File: src/sv/spq_pkg.sv
`timescale 1ns / 1ps
// Shared types and constants for the sorted priority queue.
// No dependencies; imported by every module of the block.
package spq_pkg;

    localparam int QUEUE_DEPTH = 16;
    localparam int IDX_W       = $clog2(QUEUE_DEPTH);
    localparam int CNT_W       = $clog2(QUEUE_DEPTH + 1);

    localparam int VALUE_W     = 32;
    localparam int PRIO_W      = 16;
    localparam int ENTRY_W     = 5;

    // Stream widths, padded to whole bytes.
    localparam int S_TDATA_W   = 48;
    localparam int M_TDATA_W   = 88;

    // Operation codes carried on tuser.
    localparam logic FUNC_PUSH = 1'b0;
    localparam logic FUNC_POP  = 1'b1;

    // Commands from controller to datapath.
    typedef struct packed {
        logic exec;      // apply the incoming operation to the slot chain
        logic load_out;  // capture the result into the output register
    } t_dp_cmd;

endpackage

File: src/sv/spq_ctrl.sv
`timescale 1ns / 1ps
// Controller for the sorted priority queue: handshakes and sequencing.
// Depends on spq_pkg.
module spq_ctrl
    import spq_pkg::*;
(
    input  logic    i_clk,
    input  logic    i_rst_n,
    input  logic    s_tvalid,
    output logic    s_tready,
    output logic    m_tvalid,
    input  logic    m_tready,
    output t_dp_cmd o_cmd
);

    typedef enum logic {
        ST_IDLE,
        ST_RESULT
    } t_state;

    t_state r_state;
    logic   r_m_tvalid;
    logic   w_accept;
    logic   w_load;

    assign s_tready = (r_state == ST_IDLE);
    assign w_accept = s_tvalid && s_tready;
    // Load once the output register is free or being drained this cycle.
    assign w_load   = (r_state == ST_RESULT) && (!r_m_tvalid || m_tready);

    assign o_cmd.exec     = w_accept;
    assign o_cmd.load_out = w_load;
    assign m_tvalid       = r_m_tvalid;

    always_ff @(posedge i_clk) begin
        if (!i_rst_n) begin
            r_state    <= ST_IDLE;
            r_m_tvalid <= 1'b0;
        end else begin
            case (r_state)
                ST_IDLE: begin
                    if (w_accept) begin
                        r_state <= ST_RESULT;
                    end
                end
                ST_RESULT: begin
                    if (w_load) begin
                        r_state <= ST_IDLE;
                    end
                end
                default: begin
                    r_state <= ST_IDLE;
                end
            endcase
            if (w_load) begin
                r_m_tvalid <= 1'b1;
            end else if (m_tready) begin
                r_m_tvalid <= 1'b0;
            end
        end
    end

endmodule

File: src/sv/spq_dp.sv
`timescale 1ns / 1ps
// Datapath for the sorted priority queue: sorted slot chain and result register.
// Depends on spq_pkg.
module spq_dp
    import spq_pkg::*;
(
    input  logic                 i_clk,
    input  logic                 i_rst_n,
    input  t_dp_cmd              i_cmd,
    input  logic                 i_func,
    input  logic [VALUE_W-1:0]   i_value,
    input  logic [PRIO_W-1:0]    i_prio,
    output logic [M_TDATA_W-1:0] o_result
);

    logic [VALUE_W-1:0] r_val [QUEUE_DEPTH];
    logic [PRIO_W-1:0]  r_pri [QUEUE_DEPTH];
    logic [VALUE_W-1:0] n_val [QUEUE_DEPTH];
    logic [PRIO_W-1:0]  n_pri [QUEUE_DEPTH];
    logic [CNT_W-1:0]   r_count;
    logic [CNT_W-1:0]   n_count;
    logic [VALUE_W-1:0] r_popped;
    logic               r_err;
    logic [M_TDATA_W-1:0] r_result;

    logic [QUEUE_DEPTH-1:0] w_keep;
    logic w_full;
    logic w_empty;
    logic w_push_ok;
    logic w_pop_ok;
    logic [VALUE_W-1:0] w_head_val;
    logic [PRIO_W-1:0]  w_head_pri;

    assign w_full    = (r_count == CNT_W'(QUEUE_DEPTH));
    assign w_empty   = (r_count == '0);
    assign w_push_ok = (i_func == FUNC_PUSH) && !w_full;
    assign w_pop_ok  = (i_func == FUNC_POP) && !w_empty;

    // Held entries that rank ahead of the new one; a prefix of the chain.
    always_comb begin
        for (int k = 0; k < QUEUE_DEPTH; k++) begin
            w_keep[k] = (CNT_W'(k) < r_count) && (r_pri[k] >= i_prio);
        end
    end

    always_comb begin
        n_count = r_count;
        for (int k = 0; k < QUEUE_DEPTH; k++) begin
            n_val[k] = r_val[k];
            n_pri[k] = r_pri[k];
        end
        if (w_push_ok) begin
            n_count = r_count + 1'b1;
            if (!w_keep[0]) begin
                n_val[0] = i_value;
                n_pri[0] = i_prio;
            end
            for (int k = 1; k < QUEUE_DEPTH; k++) begin
                if (!w_keep[k]) begin
                    if (w_keep[k-1]) begin
                        n_val[k] = i_value;
                        n_pri[k] = i_prio;
                    end else begin
                        n_val[k] = r_val[k-1];
                        n_pri[k] = r_pri[k-1];
                    end
                end
            end
        end else if (w_pop_ok) begin
            n_count = r_count - 1'b1;
            for (int k = 0; k < QUEUE_DEPTH - 1; k++) begin
                n_val[k] = r_val[k+1];
                n_pri[k] = r_pri[k+1];
            end
        end
    end

    always_ff @(posedge i_clk) begin
        if (!i_rst_n) begin
            r_count <= '0;
        end else if (i_cmd.exec) begin
            r_count <= n_count;
        end
    end

    always_ff @(posedge i_clk) begin
        if (i_cmd.exec) begin
            for (int k = 0; k < QUEUE_DEPTH; k++) begin
                r_val[k] <= n_val[k];
                r_pri[k] <= n_pri[k];
            end
            r_popped <= w_pop_ok ? r_val[0] : '0;
            r_err    <= !(w_push_ok || w_pop_ok);
        end
    end

    assign w_head_val = w_empty ? '0 : r_val[0];
    assign w_head_pri = w_empty ? '0 : r_pri[0];

    always_ff @(posedge i_clk) begin
        if (i_cmd.load_out) begin
            r_result <= {1'b0, r_err, w_empty, ENTRY_W'(r_count),
                         w_head_pri, w_head_val, r_popped};
        end
    end

    assign o_result = r_result;

endmodule

File: src/sv/sorted_priority_queue_core.sv
`timescale 1ns / 1ps
// Sorted priority queue, top level: controller plus sorted-chain datapath.
// Sequencing: an accepted input updates the slot chain in ST_IDLE; in ST_RESULT the
// result register is loaded and m_tvalid raised once the output is free or draining.
// No new input is accepted until the previous result has been loaded into the
// output register.
// Reset: synchronous active-low i_rst_n empties the queue and drops any result.
module sorted_priority_queue_core
    import spq_pkg::*;
(
    input  logic                 i_clk,
    input  logic                 i_rst_n,
    // Input stream
    input  logic                 s_tvalid,
    output logic                 s_tready,
    // tdata: item_value[31:0], item_priority[47:32]
    input  logic [S_TDATA_W-1:0] s_tdata,
    // tuser: func[0] (0 push, 1 pop)
    input  logic                 s_tuser,
    // Result stream
    output logic                 m_tvalid,
    input  logic                 m_tready,
    // tdata: popped_value[31:0], head_value[63:32], head_priority[79:64],
    //        entry_count[84:80], is_empty[85], op_error[86], zero pad[87]
    output logic [M_TDATA_W-1:0] m_tdata
);

    t_dp_cmd w_cmd;

    // Handshakes and sequencing: accept, execute, hand the result over.
    spq_ctrl u_ctrl (
        .i_clk    (i_clk),
        .i_rst_n  (i_rst_n),
        .s_tvalid (s_tvalid),
        .s_tready (s_tready),
        .m_tvalid (m_tvalid),
        .m_tready (m_tready),
        .o_cmd    (w_cmd)
    );

    // Slot chain kept in descending priority; new entries go behind equals.
    spq_dp u_dp (
        .i_clk    (i_clk),
        .i_rst_n  (i_rst_n),
        .i_cmd    (w_cmd),
        .i_func   (s_tuser),
        .i_value  (s_tdata[VALUE_W-1:0]),
        .i_prio   (s_tdata[VALUE_W+PRIO_W-1:VALUE_W]),
        .o_result (m_tdata)
    );

endmodule

File: config.mk
export PLATFORM = sky130hd
export DESIGN_NAME = sorted_priority_queue_core
export DESIGN_NICKNAME = d
export VERILOG_FILES = /design/src/sv/spq_pkg.sv /design/src/sv/spq_ctrl.sv /design/src/sv/spq_dp.sv /design/src/sv/sorted_priority_queue_core.sv
export SDC_FILE = /design/constraint.sdc
export NUM_CORES = 2
export LEC_CHECK = 0
export ABC_AREA = 1
export BUFFER_PORTS_ARGS = -buffer_cell sky130_fd_sc_hd__buf_4
export CAP_MARGIN = 15
export CORE_MARGIN = 4
export CORE_UTILIZATION = 40
export DETAILED_ROUTE_END_ITERATION = 8
export SLEW_MARGIN = 25
export SYNTH_ARGS = -nofsm -noshare
export SYNTH_HDL_FRONTEND = slang
export SYNTH_SLANG_ARGS = --single-unit
File: constraint.sdc
create_clock -name i_clk -period 18.7 [get_ports i_clk]
set_clock_uncertainty 0.15 [all_clocks]
set_input_delay 1.87 -clock i_clk [delete_from_list [all_inputs] [get_ports i_clk]]
set_output_delay 1.87 -clock i_clk [all_outputs]
set_load 0.03 [all_outputs]
==> flow_summary.yaml <==
placed_design:
  post-place-ws_ns: 12.87
  port_buffers: 141
  dp_cells: 8246
  dpl.hpwl_mm: 94.5
  gp_congestion: 0.803
detailed_routing:
  drtAntennaViolNets: 0
  routed_wl_mm: 136
  drt_first_iter_violations: 4130
  detail_route.wl_per_cell_um: 16.2
  route.vias.total: 42100
  drc: 0
  drt-pass1-iter-count: 5
  routed_via_density: 5.00
global_route:
  grt_pass1_vias: 40300
  antenna_found_initial: 0
  gr-total-overflow: 0
  grt_pass1_wl_mm: 223
  grtUsageTotal: 0.190
  grt_max_degree: 266
sta:
  rsz0062_at_grt: "false"
  finalMaxSlewViolations: 0
  max_slew.worst_pin.slew_ns: 1.03
  post-route-period-util: 0.275
  finalSetupTns_ns: 0
  fmax_mhz: 194
  hold_viol_final: 0
  finalSetupViolCount: 0
  fin_crit_ns: 5.15
  slew-limit-headroom: 0.313
  fin_ws_ns: 13.55
power_and_ir_drop:
  powerDensity_mw_per_mm2: 100
  total_power_mw: 5.88
  p_leak_nw: 28.1
  ir_drop_mv: 0.0674
setup_path:
  crit_arrival_ns: 5.20
  startpoint_type: "input pin"
  crit_fanout: 49
  critPathKind: "input pin to flop"
  critPathCaptureType: "flop"
  required_ns: 18.75
clocking:
  cts_root_buffer: "clkbuf_16"
  clockBufferDepth: 3
  cts_tree: "built"
  postCtsSetupBuffers: 0
  clock-sinks: 895
  clk_pin_slew_ns: 0.06
  cts-htree-levels: 3
  postCtsHoldBufs: 0
  ctsResizeCount: 0
  numCtsBuffers: 101
  clock_latency_ns: 0.72
final_layout:
  layout.nets: 6908
  fillers: 13200
  diodes: 0
  drive_gt1_frac: 0.0577
  fin_util: 0.445
  final_cell_count_no_fill: 8429
  synthToLayoutAreaGrowth_pct: 10.0
run:
  maxCapViolCount: 0
floorplan:
  io_pins: 143
  start_util: 0.404
  die_h_um: 374
  core_area_mm2: 0.132
  die_w_um: 374
  dieArea_mm2: 0.140
  rows: 133
synth:
  synth_area_mm2: 0.0534
  ys_ff_latch: 895
  synthArstFlopShare: 0
  synth_area_leaders: "edfxtp_1, nand2_1, nand3_1"
  postSynthNetCount: 7023
  synth_top_area_cell: "edfxtp_1"
  syn_area_per_cell_um2: 7.96
  synth_edf_count: 888
  synth_seq_area_share: 0.502
  syn_inst: 6711
  synth_top_flop_cell: "edfxtp_1"
  synth_top_area_frac: 0.499
  yosysUniqueCellTypes: 32
  synth_common_cells: "nand2_1, nand3_1, edfxtp_1"
  yosysWarnings: 0
  yosysMostFrequentCell: "nand2_1"
run_status:
  status: "finished, final reports clean"
min_path:
  hold_path.class: "flop to flop"
sequential cells by signal, indices dropped and copies added, names as in the netlist:
name and count:
u_dp.r_pri 256, u_dp.r_count 5, u_dp.r_popped 32, u_dp.r_val 512, u_ctrl.r_state 1, u_dp.r_err 1, u_dp.o_result 87, u_ctrl.m_tvalid 1
through the flow:
step	hold slack, ns	instance area [um^2]
global placement	0.251	55600
global route	0.272	58800
finish	0.265	58800
CTS	0.269	58700
floorplan	0.250	53400
detailed placement	0.255	55600
kinds of logic (layout without fill, tap and decap cells):
logic type | count (synthesis) | in the layout | share of synthesized area
flops | 895 | 895 | 0.502
compound gates | 250 | 250 | 0.0256
buf+inv | 1285 | 1248 | 0.0950
fa+ha+maj | 259 | 259 | 0.0606
xor+xnor | 1 | 1 | 0.000164
other cells | 1 | 1 | 0.0000702
simple gates | 4020 | 4020 | 0.317
worst max-delay path, stage by stage:
cell	delay, ns
buf_4	0.12
inv_1	0.36
buf_4	0.36
ha_1	0.22
nand4_1	0.13
nor3_1	0.15
nand2_1	0.07
nand2_1	0.06
buf_4	0.41
nand2_1	0.09
buf_4	0.30
o21ai_0	0.27
clkinv_2	0.71
metal layers:
layer,vias to the layer above,part of all wire,global-route usage,wire length [um]
li1,21700,-,-,-
met5,-,0,0,0
met3,138,0.065,0.0276,8860
met1,19100,0.52,0.306,70800
met4,0,0.015,0.0329,2020
met2,1268,0.40,0.270,54700
cell usage in the layout, fill, tap and decap left out, types with 27 or more instances in the layout:
master / n
clkinv_1: 27
edfxtp_1: 888
ha_1: 259
o21ai_0: 83
nand2_1: 2429
clkbuf_1: 30
nor2_1: 138
clkbuf_16: 101
nand3_1: 1417
inv_1: 820
buf_4: 221
a21oi_1: 112
report_power, final:
| group | internal, mW | total, mW | leakage [nW] | switching (mW) |
|---|---|---|---|---|
| Clock | 1.07 | 1.91 | 1.50 | 0.839 |
| Sequential | 2.53 | 2.65 | 8.43 | 0.120 |
| Combinational | 0.385 | 1.32 | 18.2 | 0.938 |
final cells by class:
class	count	area (um^2)	share of cell area
timing repair buffer	227	1800	0.0306
clock buffer	131	2640	0.0449
multi-input combinational	4531	21700	0.369
clock inverter	50	475	0.00809
tap	1755	2200	0.0374
sequential	895	26800	0.456
inverter	840	3170	0.0539
worst paths after layout:
check / startpoint / end / slack [ns] / depth (start not counted)
max: s_tdata[47] / u_dp.r_val[1][20] / 13.55 / 13
min reg2reg: u_dp.r_popped[26] / u_dp.o_result[26] / 0.27 / 0
max reg2reg: u_dp.r_count[1] / u_dp.r_val[1][31] / 13.73 / 13
min: u_dp.r_popped[26] / u_dp.o_result[26] / 0.27 / 0
(Power assumes the default switching activity.)
